===== config.mk =====
export PLATFORM = sky130hd
export DESIGN_NAME = sorted_priority_queue
export DESIGN_NICKNAME = d
export VERILOG_FILES = /design/src/design/spq_pkg.sv /design/src/design/spq_ram.sv /design/src/design/spq_core.sv /design/src/design/sorted_priority_queue.sv
export SDC_FILE = /design/constraint.sdc
export NUM_CORES = 1
export LEC_CHECK = 0
export BUFFER_PORTS_ARGS = -buffer_cell sky130_fd_sc_hd__clkbuf_2
export CORE_MARGIN = 2
export CORE_UTILIZATION = 62
export CTS_BUF_LIST = sky130_fd_sc_hd__clkbuf_8 sky130_fd_sc_hd__clkbuf_16
export DETAILED_ROUTE_END_ITERATION = 8
export GPL_TIMING_DRIVEN = 0
export PLACE_DENSITY = 0.8
export SLEW_MARGIN = 5
export SYNTH_ARGS = -nofsm -noshare
export SYNTH_HDL_FRONTEND = slang
export SYNTH_HIERARCHICAL = 1
export SYNTH_SLANG_ARGS = --single-unit

===== constraint.sdc =====
create_clock -name clk -period 12.5 [get_ports clk]
set_clock_uncertainty 0.05 [all_clocks]
set_input_delay 2.5 -clock clk [delete_from_list [all_inputs] [get_ports clk]]
set_output_delay 2.5 -clock clk [all_outputs]
set_load 0.01 [all_outputs]

===== src/design/spq_pkg.sv =====
// ----------------------------------------------------------------------------
// spq_pkg
// Shared constants, types and pointer helpers for the sorted priority queue.
// ----------------------------------------------------------------------------
package spq_pkg;

  // queue geometry
  localparam int DEPTH     = 16;
  localparam int DATA_BITS = 32;
  localparam int IDX_W     = $clog2(DEPTH);
  localparam int CNT_W     = $clog2(DEPTH + 1);

  // port field widths
  localparam int PRIO_W    = 8;
  localparam int PAYLOAD_W = 32;
  localparam int COUNT_W   = 5;

  // item kinds
  localparam logic KIND_INSERT = 1'b0;
  localparam logic KIND_REMOVE = 1'b1;

  typedef logic [IDX_W-1:0] idx_t;
  typedef logic [CNT_W-1:0] cnt_t;

  // one stored entry
  typedef struct packed {
    logic [PRIO_W-1:0]    prio;
    logic [DATA_BITS-1:0] data;
  } entry_t;

  localparam int ENTRY_W = $bits(entry_t);

  // one result item handed from the core to the output stage
  typedef struct packed {
    logic                 removed_valid;
    logic [PRIO_W-1:0]    removed_priority;
    logic [PAYLOAD_W-1:0] removed_payload;
    logic [COUNT_W-1:0]   entry_count;
    logic                 is_empty;
    logic                 overflow;
  } res_t;

  // circular pointer step forward
  function automatic idx_t ptr_inc(input idx_t p);
    idx_t r;
    if (p == IDX_W'(DEPTH - 1)) begin
      r = '0;
    end else begin
      r = p + IDX_W'(1);
    end
    return r;
  endfunction

  // circular pointer step back
  function automatic idx_t ptr_dec(input idx_t p);
    idx_t r;
    if (p == '0) begin
      r = IDX_W'(DEPTH - 1);
    end else begin
      r = p - IDX_W'(1);
    end
    return r;
  endfunction

endpackage


===== src/design/spq_ram.sv =====
// ----------------------------------------------------------------------------
// spq_ram
// Simple dual-port RAM: one write port, one read port with registered data.
// ----------------------------------------------------------------------------
module spq_ram #(
  parameter int WIDTH = 40,
  parameter int DEPTH = 16
) (
  input  logic                     clk,
  input  logic                     we,
  input  logic [$clog2(DEPTH)-1:0] waddr,
  input  logic [WIDTH-1:0]         wdata,
  input  logic [$clog2(DEPTH)-1:0] raddr,
  output logic [WIDTH-1:0]         rdata
);

  logic [WIDTH-1:0] mem [DEPTH];
  logic [WIDTH-1:0] rdata_r;

  // write port
  always_ff @(posedge clk) begin
    if (we) begin
      mem[waddr] <= wdata;
    end
  end

  // read port, registered output
  always_ff @(posedge clk) begin
    rdata_r <= mem[raddr];
  end

  assign rdata = rdata_r;

endmodule


===== src/design/spq_core.sv =====
// ----------------------------------------------------------------------------
// spq_core
// Queue engine: circular sorted store in RAM, insert walks back from the tail
// shifting lower-priority entries one slot per cycle, remove reads the head.
// ----------------------------------------------------------------------------
module spq_core (
  input  logic                             clk,
  input  logic                             rst_n,
  input  logic                             in_valid,
  output logic                             in_stall,
  input  logic                             in_kind,
  input  logic [spq_pkg::PRIO_W-1:0]       in_priority_req,
  input  logic [spq_pkg::PAYLOAD_W-1:0]    in_payload,
  output logic                             res_pend,
  output spq_pkg::res_t                    res,
  input  logic                             res_take
);

  import spq_pkg::*;

  typedef enum logic [3:0] {
    S_IDLE  = 4'b0001,
    S_HEAD  = 4'b0010,
    S_SCAN  = 4'b0100,
    S_PLACE = 4'b1000
  } state_t;

  state_t                  state_r, state_nxt;
  idx_t                    head_r, head_nxt;
  idx_t                    tail_r, tail_nxt;
  cnt_t                    count_r, count_nxt;
  idx_t                    wr_ptr_r, wr_ptr_nxt;
  cnt_t                    left_r, left_nxt;
  entry_t                  new_r, new_nxt;
  logic                    res_pend_r, res_pend_nxt;
  res_t                    res_r, res_nxt;
  logic                    res_load;

  logic                    accept;
  entry_t                  in_entry;
  entry_t                  rd_entry;
  logic [ENTRY_W-1:0]      rd_data;
  logic                    ram_we;
  idx_t                    ram_waddr;
  entry_t                  ram_wdata;
  idx_t                    ram_raddr;

  // entry store
  spq_ram #(
    .WIDTH (ENTRY_W),
    .DEPTH (DEPTH)
  ) u_ram (
    .clk   (clk),
    .we    (ram_we),
    .waddr (ram_waddr),
    .wdata (ram_wdata),
    .raddr (ram_raddr),
    .rdata (rd_data)
  );

  assign rd_entry       = entry_t'(rd_data);
  assign in_entry.prio  = in_priority_req;
  assign in_entry.data  = DATA_BITS'(in_payload);

  // one item at a time, and only while the result slot is free or being emptied
  assign in_stall = !((state_r == S_IDLE) && (!res_pend_r || res_take));
  assign accept   = in_valid && !in_stall;

  // sequencer
  always_comb begin
    state_nxt  = state_r;
    head_nxt   = head_r;
    tail_nxt   = tail_r;
    count_nxt  = count_r;
    wr_ptr_nxt = wr_ptr_r;
    left_nxt   = left_r;
    new_nxt    = new_r;
    res_nxt    = res_r;
    res_load   = 1'b0;
    ram_we     = 1'b0;
    ram_waddr  = wr_ptr_r;
    ram_wdata  = new_r;
    ram_raddr  = head_r;

    case (state_r)
      S_IDLE: begin
        if (accept) begin
          new_nxt                  = in_entry;
          res_nxt.removed_valid    = 1'b0;
          res_nxt.removed_priority = '0;
          res_nxt.removed_payload  = '0;
          res_nxt.overflow         = 1'b0;
          res_nxt.entry_count      = COUNT_W'(count_r);
          res_nxt.is_empty         = (count_r == '0);
          if (in_kind == KIND_REMOVE) begin
            if (count_r == '0) begin
              // remove on empty queue: no change
              res_load = 1'b1;
            end else begin
              ram_raddr = head_r;
              state_nxt = S_HEAD;
            end
          end else begin
            if (count_r == CNT_W'(DEPTH)) begin
              // full queue: item dropped
              res_nxt.overflow = 1'b1;
              res_load         = 1'b1;
            end else if (count_r == '0) begin
              // first entry goes straight in
              ram_we              = 1'b1;
              ram_waddr           = tail_r;
              ram_wdata           = in_entry;
              tail_nxt            = ptr_inc(tail_r);
              count_nxt           = count_r + CNT_W'(1);
              res_nxt.entry_count = COUNT_W'(count_r + CNT_W'(1));
              res_nxt.is_empty    = 1'b0;
              res_load            = 1'b1;
            end else begin
              // start the walk at the last stored entry
              ram_raddr  = ptr_dec(tail_r);
              wr_ptr_nxt = tail_r;
              left_nxt   = count_r;
              state_nxt  = S_SCAN;
            end
          end
        end
      end

      S_HEAD: begin
        res_nxt.removed_valid    = 1'b1;
        res_nxt.removed_priority = rd_entry.prio;
        res_nxt.removed_payload  = PAYLOAD_W'(rd_entry.data);
        res_nxt.entry_count      = COUNT_W'(count_r - CNT_W'(1));
        res_nxt.is_empty         = (count_r == CNT_W'(1));
        res_load                 = 1'b1;
        head_nxt                 = ptr_inc(head_r);
        count_nxt                = count_r - CNT_W'(1);
        state_nxt                = S_IDLE;
      end

      S_SCAN: begin
        ram_we    = 1'b1;
        ram_waddr = wr_ptr_r;
        if (rd_entry.prio < new_r.prio) begin
          // lower priority moves one slot toward the tail
          ram_wdata  = rd_entry;
          wr_ptr_nxt = ptr_dec(wr_ptr_r);
          left_nxt   = left_r - CNT_W'(1);
          ram_raddr  = ptr_dec(ptr_dec(wr_ptr_r));
          if (left_r == CNT_W'(1)) begin
            state_nxt = S_PLACE;
          end
        end else begin
          // new entry lands behind equal or higher priority
          ram_wdata           = new_r;
          tail_nxt            = ptr_inc(tail_r);
          count_nxt           = count_r + CNT_W'(1);
          res_nxt.entry_count = COUNT_W'(count_r + CNT_W'(1));
          res_nxt.is_empty    = 1'b0;
          res_load            = 1'b1;
          state_nxt           = S_IDLE;
        end
      end

      S_PLACE: begin
        // new entry becomes the head
        ram_we              = 1'b1;
        ram_waddr           = wr_ptr_r;
        ram_wdata           = new_r;
        tail_nxt            = ptr_inc(tail_r);
        count_nxt           = count_r + CNT_W'(1);
        res_nxt.entry_count = COUNT_W'(count_r + CNT_W'(1));
        res_nxt.is_empty    = 1'b0;
        res_load            = 1'b1;
        state_nxt           = S_IDLE;
      end

      default: begin
        state_nxt = S_IDLE;
      end
    endcase
  end

  // result slot occupancy
  always_comb begin
    res_pend_nxt = res_pend_r;
    if (res_take) begin
      res_pend_nxt = 1'b0;
    end
    if (res_load) begin
      res_pend_nxt = 1'b1;
    end
  end

  // control registers
  always_ff @(posedge clk) begin
    if (!rst_n) begin
      state_r    <= S_IDLE;
      head_r     <= '0;
      tail_r     <= '0;
      count_r    <= '0;
      res_pend_r <= 1'b0;
    end else begin
      state_r    <= state_nxt;
      head_r     <= head_nxt;
      tail_r     <= tail_nxt;
      count_r    <= count_nxt;
      res_pend_r <= res_pend_nxt;
    end
  end

  // working registers
  always_ff @(posedge clk) begin
    wr_ptr_r <= wr_ptr_nxt;
    left_r   <= left_nxt;
    new_r    <= new_nxt;
    res_r    <= res_nxt;
  end

  assign res_pend = res_pend_r;
  assign res      = res_r;

endmodule


===== src/design/sorted_priority_queue.sv =====
// Sorted priority queue, up to 16 entries in one RAM kept as a circular sorted list.
// Remove: the head is read, then the result goes via the result slot to the output register.
// Insert: the walk moves one entry per cycle through the single RAM read port and write port.
// Full, empty and first insert need no walk; their result goes straight to the result slot.
// One item in flight; the next is taken once the previous one has finished.
// Reset clears count, pointers and handshake state; the RAM contents are not cleared.
// ----------------------------------------------------------------------------
// sorted_priority_queue
// Top level: queue engine plus the output register of the result channel.
// ----------------------------------------------------------------------------
module sorted_priority_queue (
  input  logic                             clk,
  input  logic                             rst_n,
  input  logic                             in_valid,
  output logic                             in_stall,
  input  logic                             in_kind,
  input  logic [spq_pkg::PRIO_W-1:0]       in_priority_req,
  input  logic [spq_pkg::PAYLOAD_W-1:0]    in_payload,
  output logic                             out_valid,
  input  logic                             out_stall,
  output logic                             out_removed_valid,
  output logic [spq_pkg::PRIO_W-1:0]       out_removed_priority,
  output logic [spq_pkg::PAYLOAD_W-1:0]    out_removed_payload,
  output logic [spq_pkg::COUNT_W-1:0]      out_entry_count,
  output logic                             out_is_empty,
  output logic                             out_overflow
);

  import spq_pkg::*;

  logic res_pend;
  res_t res;
  logic res_take;
  logic out_valid_r, out_valid_nxt;
  res_t out_r;

  // queue engine
  spq_core u_core (
    .clk             (clk),
    .rst_n           (rst_n),
    .in_valid        (in_valid),
    .in_stall        (in_stall),
    .in_kind         (in_kind),
    .in_priority_req (in_priority_req),
    .in_payload      (in_payload),
    .res_pend        (res_pend),
    .res             (res),
    .res_take        (res_take)
  );

  // move a result item into the output register when it is free or draining
  assign res_take = res_pend && (!out_valid_r || !out_stall);

  always_comb begin
    out_valid_nxt = out_valid_r;
    if (res_take) begin
      out_valid_nxt = 1'b1;
    end else if (!out_stall) begin
      out_valid_nxt = 1'b0;
    end
  end

  always_ff @(posedge clk) begin
    if (!rst_n) begin
      out_valid_r <= 1'b0;
    end else begin
      out_valid_r <= out_valid_nxt;
    end
  end

  always_ff @(posedge clk) begin
    if (res_take) begin
      out_r <= res;
    end
  end

  // result ports
  assign out_valid            = out_valid_r;
  assign out_removed_valid    = out_r.removed_valid;
  assign out_removed_priority = out_r.removed_priority;
  assign out_removed_payload  = out_r.removed_payload;
  assign out_entry_count      = out_r.entry_count;
  assign out_is_empty         = out_r.is_empty;
  assign out_overflow         = out_r.overflow;

endmodule


Word level (Yosys, flattened, before mapping) --
Memory sizes are Yosys's and may differ from the RTL's. A register that Yosys moved wholly into a read port is not among the register bits. Index checks and enable logic that the tools add are counted.
Operators by class: add/sub/neg operators 8, $lt $le $gt $ge 1, eq/ne operators 19, muxes and demuxes 79, reduce and logical (&&, ||, !) cells 27
Operators with widths (number):
- 40-bit two-way mux | 5
- 4-bit two-way mux | 33
- 41-bit one-hot mux with 2 select lines | 1
- 40-bit one-hot mux with 2 select lines | 1
- 5-bit two-way mux | 10
- 48-bit two-way mux | 1
- 4-bit one-hot mux with 2 select lines | 3
- 6-bit one-hot mux with 4 select lines | 1
- 5-bit one-hot mux with 4 select lines | 1
- 6-bit two-way mux | 3
- 6-bit AND reduction | 3
- 1-bit two-way mux | 15
- 4-bit == test, second input constant | 3
- 4-bit logical NOT | 3
- 4-bit one-hot mux with 3 select lines | 1
- 4-bit by 1-bit subtractor with 4-bit output, second input constant | 3
- 5-bit by 1-bit == test with 1-bit output, second input constant | 2
- 2-bit != test, second input constant | 5
- 5-bit one-hot mux with 2 select lines | 1
- 5-bit by 1-bit subtractor with 5-bit output, second input constant | 2
- 4-bit by 1-bit adder with 4-bit output, second input constant | 2
- 8-bit < comparator | 1
- 7-bit two-way mux | 1
- 2-bit by 1-bit != test with 1-bit output, second input constant | 3
- 19 further kinds | 30
Storage, ports and cells: register bits after elaboration 164, memory bits (writable) 640, input port bits 45, output and inout port bits 50, word-level logic and storage cells 157, memories kept 1
Memory list:
- u_core.u_ram.mem | depth 16, width 40, read ports 1, clocked after Yosys merged registers in 1, write ports 1, line spq_ram.sv:17 | logic [WIDTH-1:0] mem [DEPTH];

Longest topological paths before layout --
Gate-level depths: netlist of run 1.
depth in word-level cells 10, gate-level depth with buffers 14, gate-level depth less buffers 10

Hierarchy --
The synthesis of run 1 kept the hierarchy.
Modules (own cells, without submodules):
- spq_ram | instances 1, cells an instance 1040, area each 25132.9 µm², sequential area each 20019.2 µm²
- spq_core | instances 1, cells an instance 531, area each 5816.8 µm², sequential area each 3273.1 µm²
- sorted_priority_queue | instances 1, cells an instance 52, area each 1480.2 µm², sequential area each 1461.4 µm²

Worst setup path before layout of run 1 --
OpenSTA, ideal clock, no wires.
kind in2reg, from in out_stall, to mem u_core.u_ram.mem[0][0], enable pin, setup time 0.487 ns, arrival time 10.911 ns, required time 11.963 ns, slack 1.052 ns, cell stages on the path 8, path buffers 0, path through a21boi_0 -> nand2b_1 -> nand3_2 -> inv_2 -> a21oi_1 -> inv_1 -> or3b_2 -> nor3_1
On the way: word-level cells in the longest chain between the ends 10, elaborated cells between the ends (all ways) 12
RTL lines:
- start, declared | line sorted_priority_queue.sv:20 | input logic out_stall,
- 1-bit logical NOT
- 1-bit logical OR | line sorted_priority_queue.sv:52 | assign res_take = res_pend && (!out_valid_r || !out_stall);
- 1-bit logical AND | line sorted_priority_queue.sv:52
- 1-bit logical OR | line spq_core.sv:66 | assign in_stall = !((state_r == S_IDLE) && (!res_pend_r || res_take));
- 1-bit logical AND | line spq_core.sv:66
- 1-bit logical AND | line spq_core.sv:67 | assign accept = in_valid && !in_stall;
- 1-bit two-way mux | line spq_core.sv:87 | if (accept) begin
- 1-bit one-hot mux with 2 select lines | line spq_core.sv:85 | case (state_r)
- via u_core.ram_we | line spq_core.sv:43 | logic ram_we;
- 1-bit two-way mux | line spq_ram.sv:22 | if (we) begin
- 1-bit two-way mux (not written as such) | line spq_ram.sv:23 | mem[waddr] <= wdata;
- end, declared | line spq_ram.sv:17
The timed path passes the listed nets, and every way through them passes these cells.

Worst setup path after layout of run 1 --
from in out_stall, to mem u_core.u_ram.mem[2][19], enable pin
On the way: elaborated cells between the ends (all ways) 12
RTL lines:
- 1-bit logical NOT
- 1-bit logical OR | line sorted_priority_queue.sv:52
- 1-bit logical AND | line sorted_priority_queue.sv:52
- 1-bit logical OR | line spq_core.sv:66
- 1-bit logical AND | line spq_core.sv:66
- 1-bit logical AND | line spq_core.sv:67
- 4-bit two-way mux | line spq_core.sv:87
- 4-bit two-way mux | line spq_core.sv:85
- via u_core.ram_waddr[0] | line spq_core.sv:44 | idx_t ram_waddr;
The timed path passes the listed nets, and every way through them passes these cells.

==> results.txt, run 1 <==
status: complete, no violations
Initial DRC Count: 2,424
RSZ-0062 raised after global routing: false
post-synth net total: 1,687
non-filler cells in the finished layout: 2,595
chip width: 233 µm
Peak VDD IR: 159 µV
Post-Syn Instances: 1,623
number of global-route vias before repair: 18,119
PwrDens: 207 mW/mm²
mapped cell area: 0.0324 mm²
overall routing resource usage: 0.319
Slew @ Worst Pin: 1290 ps
fin crit period: 7500 ps
largest net degree at the start of global routing: 48
Clock Pin Slew Worst Setup and Hold Paths: 60 ps
Synth cell types: 63
final instance area: 0.0373 mm²
Post-CTS Repair Setup Buffers: 0
Layout Utilization: 0.725
WP data required: 12,770 ps
CTS Buf Count: 81
FMAX: 133 MHz
leak pwr: 12.4 nW
crit path DAT: 7770 ps
vias per std cell: 6.87
final WL: 83,500 µm
top-level I/O count: 95
Final period util: 0.600
core box area: 0.0515 mm²
Area Overhead vs Synth: 15.2%
YS warnings: 6
Post-synth EDFFs: 785
commonest cells after routing, fill and taps aside: edfxtp_1 (785), a22oi_1 (120), mux4_2 (100), clkbuf_2 (95), clkbuf_16 (84)
WL per Instance: 32.2 µm
initial antenna violation count: 1
Placer Congestion: 0.886
Avg Inst Size Synth: 20.0 µm²
via count: 17,818
worst setup path class: primary input to flip-flop
layout cell share with drive strength beyond 1: 0.225
register area share after synthesis: 0.763
Fin. Hold Viols: 0
H-tree depth: 3
commonest register cell after synthesis: edfxtp_1
# clock sinks: 844
root buf cell: clkbuf_16
worst-case clock buffer depth: 3
Initial Util: 0.630
placed insts: 2,441
Setup crit end kind: flip-flop
antenna-violating nets left: 0
max-cap violations: 0
DP HPWL: 48,300 µm
max-slew violations: 0
startpoint types: primary input
commonest non-fill, non-tap cell in the layout: edfxtp_1
final setup fails: 0
Rows: 83
IO buf count: 94
drt first pass iters: 5
first-pass GRT wire length: 121,000 µm
Seq cells post-synth: 844
fin nets: 1,916
hold_buf cts: 0
PostCTS Resize Cnt: 0
Async S/R FF share, synth: 0
relative slew slack: 0.138
Die Y: 233 µm
CTS tree: built
clk_lat worst skew: 620 ps
GRT overflow: 0
placed cell areas: 0.0346 mm²
Crit Path Max Fanout: 15
full die area: 0.0542 mm²
Worst Hold Class: flip-flop to flip-flop
DRC: 0
n_diodes: 0
==> critical path, stage by stage <==
cell and delay, ps:
clkbuf_2 110, a21boi_4 670, nand2b_1 290, nand3_2 230
nor2_1 220, buf_2 430, buf_1 860, o21ai_0 620
nand2b_1 550, nor2_4 760, buf_12 280, buf_16 190
==> registers in the layout (all words and copies together) (netlist names), 8 cells and up <==
signal / count
out_removed_payload: 32
out_removed_priority: 8
u_core/u_ram/rdata: 40
u_core/u_ram/mem: 640
u_core/new_r: 40
u_core/res: 48
==> per-layer routing <==
metal / vias to the layer above / share of wire / track usage
met3: 278 / 0.13 / 0.0869
met1: 8954 / 0.34 / 0.416
met4: 2 / 0.052 / 0.166
li1: 7131 / - / -
met2: 1453 / 0.47 / 0.498
met5: - / 0.00016 / 0
==> report_power, final <==
group,internal (mW),total (mW),switching (mW)
sequential,3.79,3.91,0.124
clock,1.43,2.45,1.02
combinational,0.414,1.37,0.959
total,5.63,7.73,2.10
==> final timing paths <==
kind	startpoint	end	slack, ps	depth (start not counted)
worst max-delay path	out_stall	u_core/u_ram/mem[2][19]	5000	12
worst min-delay path	u_core/res[41]	out_removed_priority[2]	370	0
worst max register to register	u_core/res_pend	u_core/u_ram/mem[2][19]	6610	11
worst min register to register	u_core/res[41]	out_removed_priority[2]	370	0
==> cells in the mapped netlist (all sizes together), types with 2 or more instances <==
cell / n / area share
edfxtp: 785 / 0.73
mux4: 160 / 0.12
a22oi: 120 / 0.028
nand2: 71 / 0.0082
o21ai: 66 / 0.010
dfxtp: 59 / 0.036
inv: 55 / 0.0064
clkbuf: 47 / 0.0054
and2: 43 / 0.0083
buf: 36 / 0.011
a21oi: 29 / 0.0045
nor2: 28 / 0.0032
ha: 19 / 0.0073
nand2b: 7 / 0.0014
nor3: 7 / 0.0011
o31ai: 6 / 0.0014
or3: 6 / 0.0012
xnor2: 6 / 0.0016
a221o: 5 / 0.0015
nand3: 5 / 0.00093
or4: 5 / 0.0012
nand3b: 4 / 0.00093
nor4b: 4 / 0.0017
a211oi: 3 / 0.00069
a32oi: 3 / 0.00081
and3: 3 / 0.00058
mux2i: 3 / 0.00093
nor2b: 3 / 0.00058
o31a: 3 / 0.00081
or4b: 3 / 0.00093
xor2: 3 / 0.00081
a21boi: 2 / 0.00046
a31oi: 2 / 0.00039
mux2: 2 / 0.00069
nand4: 2 / 0.00039
o211ai: 2 / 0.00046
==> kinds of logic (layout without fill, tap and decap cells) <==
group,count (synthesis),count (layout),share of synthesized area
DFF,844,844,0.763
xor gates and xnor gates,9,9,0.00243
and+or+nand+nor,197,197,0.0323
adders and majority gates,19,19,0.00733
muxes,165,165,0.120
buffers and inverters,138,430,0.0232
AOI/OAI and AO/OA,251,251,0.0517
==> area by class of cell <==
| cell class | instances | area, µm² |
|---|---|---|
| sequential | 844 | 24800 |
| fill | 2853 | 14200 |
| multi-input combinational | 641 | 7050 |
| clock buffer | 88 | 2160 |
| timing repair buffer | 146 | 1280 |
| tap | 680 | 851 |
| buffer | 83 | 548 |
| clock inverter | 58 | 504 |
| inverter | 55 | 209 |
==> per-stage QoR <==
stage	TNS (ps)	hold slack, ps	setup slack (ps)	total power, mW
finish	0	367	5000	7.73
global route	0	374	4880	7.98
detailed placement	0	355	4700	5.26
CTS	0	370	5220	7.71
global placement	-2846590	352	-6660	5.13
floorplan	0	350	1050	4.69
Note: power is estimated with default switching activity, not from simulation.
==> inputs of run 2 (changes only) <==
--- a/config.mk
+++ b/config.mk
@@ -5,13 +5,14 @@
 export SDC_FILE = /design/constraint.sdc
 export NUM_CORES = 1
 export LEC_CHECK = 0
+export ABC_AREA = 1
 export BUFFER_PORTS_ARGS = -buffer_cell sky130_fd_sc_hd__clkbuf_2
 export CORE_MARGIN = 2
-export CORE_UTILIZATION = 62
+export CORE_UTILIZATION = 56
 export CTS_BUF_LIST = sky130_fd_sc_hd__clkbuf_8 sky130_fd_sc_hd__clkbuf_16
 export DETAILED_ROUTE_END_ITERATION = 8
 export GPL_TIMING_DRIVEN = 0
-export PLACE_DENSITY = 0.8
+export PLACE_DENSITY = 0.77
 export SLEW_MARGIN = 5
 export SYNTH_ARGS = -nofsm -noshare
 export SYNTH_HDL_FRONTEND = slang
==> constraint.sdc (replaced) <==
create_clock -name clk -period 6.4 [get_ports clk]
set_clock_uncertainty 0.05 [all_clocks]
set_input_delay 1.28 -clock clk [delete_from_list [all_inputs] [get_ports clk]]
set_output_delay 1.28 -clock clk [all_outputs]
set_load 0.01 [all_outputs]
==> results.txt, run 2 <==
final WL: 101,000 µm (+21%)
commonest cells after routing, fill and taps aside: nand2_1 (1,004), edfxtp_1 (785), inv_1 (596), nand3_1 (544), clkbuf_2 (94)
max-slew violations: 0 (unchanged)
FMAX: 209 MHz
Post-CTS Repair Setup Buffers: 0 (unchanged)
Synth cell types: 42 (-33%)
YS warnings: 6 (unchanged)
crit-path leading delay family: simple AND/OR/NAND/NOR gates
Filler cells: 4,480 (+57%)
Largest register FFs: 640 (unchanged)
relative slew slack: 0.122 (-0.0162)
Post-synth EDFFs: 785 (unchanged)
core box area: 0.0632 mm² (+23%)
crit path DAT: 5060 ps (-2710 ps)
slowest CP cell: nor2_4
register bank with the most flops: u_core/u_ram/mem
Async S/R FF share, synth: 0 (unchanged)
max-cap violations: 0 (unchanged)
antenna-violating nets left: 0 (unchanged)
PwrDens: 477 mW/mm² (+130%)
drt first pass iters: 8 (+3)
# clock sinks: 844 (unchanged)
Die Y: 257 µm (+11%)
most instantiated cells after synthesis: nand2_1 (1,005), edfxtp_1 (785), inv_1 (577), nand3_1 (544), nor2_1 (87)
IO buf count: 94 (unchanged)
post-synth top area cell: edfxtp_1
CTS Buf Count: 82 (+1.2%)
commonest register cell after synthesis: edfxtp_1
root buf cell: clkbuf_16
Crit Path Max Fanout: 21 (+6)
Setup crit end kind: flip-flop
RSZ-0062 raised after global routing: false
overall routing resource usage: 0.304 (-0.0146)
mapped cell area: 0.0359 mm² (+11%)
Initial DRC Count: 3,680 (+52%)
worst stage delay on the critical path: 840 ps (-20 ps)
post-synthesis mux area share: 0 (-0.120)
chip width: 257 µm (+11%)
Layout Utilization: 0.648 (-0.0775)
post-synth net total: 3,442 (+100%)
top-level I/O count: 95 (unchanged)
Clock Pin Slew Worst Setup and Hold Paths: 60 ps (about the same)
clk_lat worst skew: 650 ps (+30 ps)
fin nets: 3,644 (+90%)
worst setup path class: primary input to flip-flop
Yosys top cell area share: 0.656 (-0.0708)
CTS tree: built
hold_buf cts: 0 (unchanged)
register area share after synthesis: 0.689 (-0.0743)
WP data required: 6670 ps (-6100 ps)
Post-Syn Instances: 3,378 (+110%)
Setup TNS Final: 0 ps (unchanged)
top-count cell post-synth: nand2_1
GRT overflow: 0 (unchanged)
ranking of synthesized cells by area: edfxtp_1 (66%), nand2_1 (10%), nand3_1 (7.6%)
DP HPWL: 63,700 µm (+32%)
initial antenna violation count: 3 (+2)
adder-cell share of the synthesized area: 0.00662 (-0.000714)
largest net degree at the start of global routing: 27 (-44%)
Avg Inst Size Synth: 10.6 µm² (-47%)
startpoint types: primary input
number of global-route vias before repair: 23,991 (+32%)
Worst Hold Class: flip-flop to flip-flop
Area Overhead vs Synth: 13.9%
final setup fails: 0 (unchanged)
Initial Util: 0.569 (-0.0611)
Slew @ Worst Pin: 1320 ps (+24.2 ps)
leak pwr: 17.5 nW (+41%)
Rows: 92 (+11%)
H-tree depth: 3 (unchanged)
worst-case clock buffer depth: 3 (unchanged)
WL per Instance: 22.5 µm (-30%)
full die area: 0.0662 mm² (+22%)
critical-path cell list: clkbuf_2 > a21oi_4 > buf_16 > nor2_1 > nor3_4 > buf_8 > nand2_4 > buf_6 > o21ai_0 > nand3_1 > nor2_4 > buf_12
Fin. Hold Viols: 0 (unchanged)
Placer Congestion: 0.900 (+1.5%)
fin crit period: 4790 ps
worst path buffer plus inverter count: 5 (unchanged)
commonest non-fill, non-tap cell in the layout: nand2_1
PostCTS Resize Cnt: 0 (unchanged)
Synth Area in Compound Gates: 0.00867 (-0.0431)
layout cell share with drive strength beyond 1: 0.118 (-0.107)
via count: 25,405 (+43%)
DRC: 0 (unchanged)
post-synthesis xor/xnor area fraction: 0.00293 (+0.000495)
Simple-Gate Fraction of Synth Area: 0.204 (+0.172)
vias per std cell: 5.65 (-18%)
largest family of logic cells by synthesized area: simple AND/OR/NAND/NOR gates
Pwr Total: 19.5 mW (+150%)
status: complete, no violations
first-pass GRT wire length: 147,000 µm (+22%)
Peak VDD IR: 307 µV (+94%)
Seq cells post-synth: 844 (unchanged)
Final period util: 0.748
==> run 2: where the power goes <==
part	switching, mW	internal, mW
Combinational	4.91	1.58
Clock	2.02	3.04
Sequential	0.237	7.71
==> run 2: layer usage <==
layer  GRT usage  share of wire  up-vias  wire length (µm)
met5     0.00950         0.0011        -               109
met4       0.161          0.056        4              5690
met3      0.0725           0.13      321             13000
met2       0.473           0.45     1734             45900
met1       0.399           0.36    11968             36500
li1            -              -    11378                 -
==> run 2: cell families after synthesis <==
logic type                 Yosys count
AOI/OAI and AO/OA                   56
xor gates and xnor gates            12
adders and majority gates           19
buffers and inverters              738
DFF                                844
and+or+nand+nor                   1709
==> run 2: stage by stage <==
stage	instances	hold WS [ps]	area, µm²	setup slack (ps)
finish	4494	349	40900	1610
global route	4492	357	40900	1480
CTS	4492	345	40900	1680
detailed placement	4342	355	38100	1080
global placement	4318	351	37500	-2760
floorplan	3378	350	36000	409
==> run 2: worst paths after layout <==
| kind | start | to | slack (ps) | depth (start not counted) |
|---|---|---|---|---|
| setup / recovery | out_stall | u_core/u_ram/mem[14][32] | 1610 | 12 |
| hold / removal | u_core/res[40] | out_removed_priority[1] | 350 | 0 |
| setup reg to reg | u_core/res_pend | u_core/u_ram/mem[14][32] | 1970 | 12 |
| hold reg to reg | u_core/res[40] | out_removed_priority[1] | 350 | 0 |
==> run 2: layout make-up <==
type / instances / area [µm²] / area share
sequential: 844 / 24800 / 0.605
clock buffer: 92 / 2220 / 0.0543
clock inverter: 58 / 611 / 0.0149
antenna: 2 / 5.00 / 0.000122
timing repair buffer: 118 / 966 / 0.0236
multi-input combinational: 1796 / 8130 / 0.199
tap: 846 / 1060 / 0.0259
inverter: 583 / 2190 / 0.0536
buffer: 155 / 980 / 0.0239
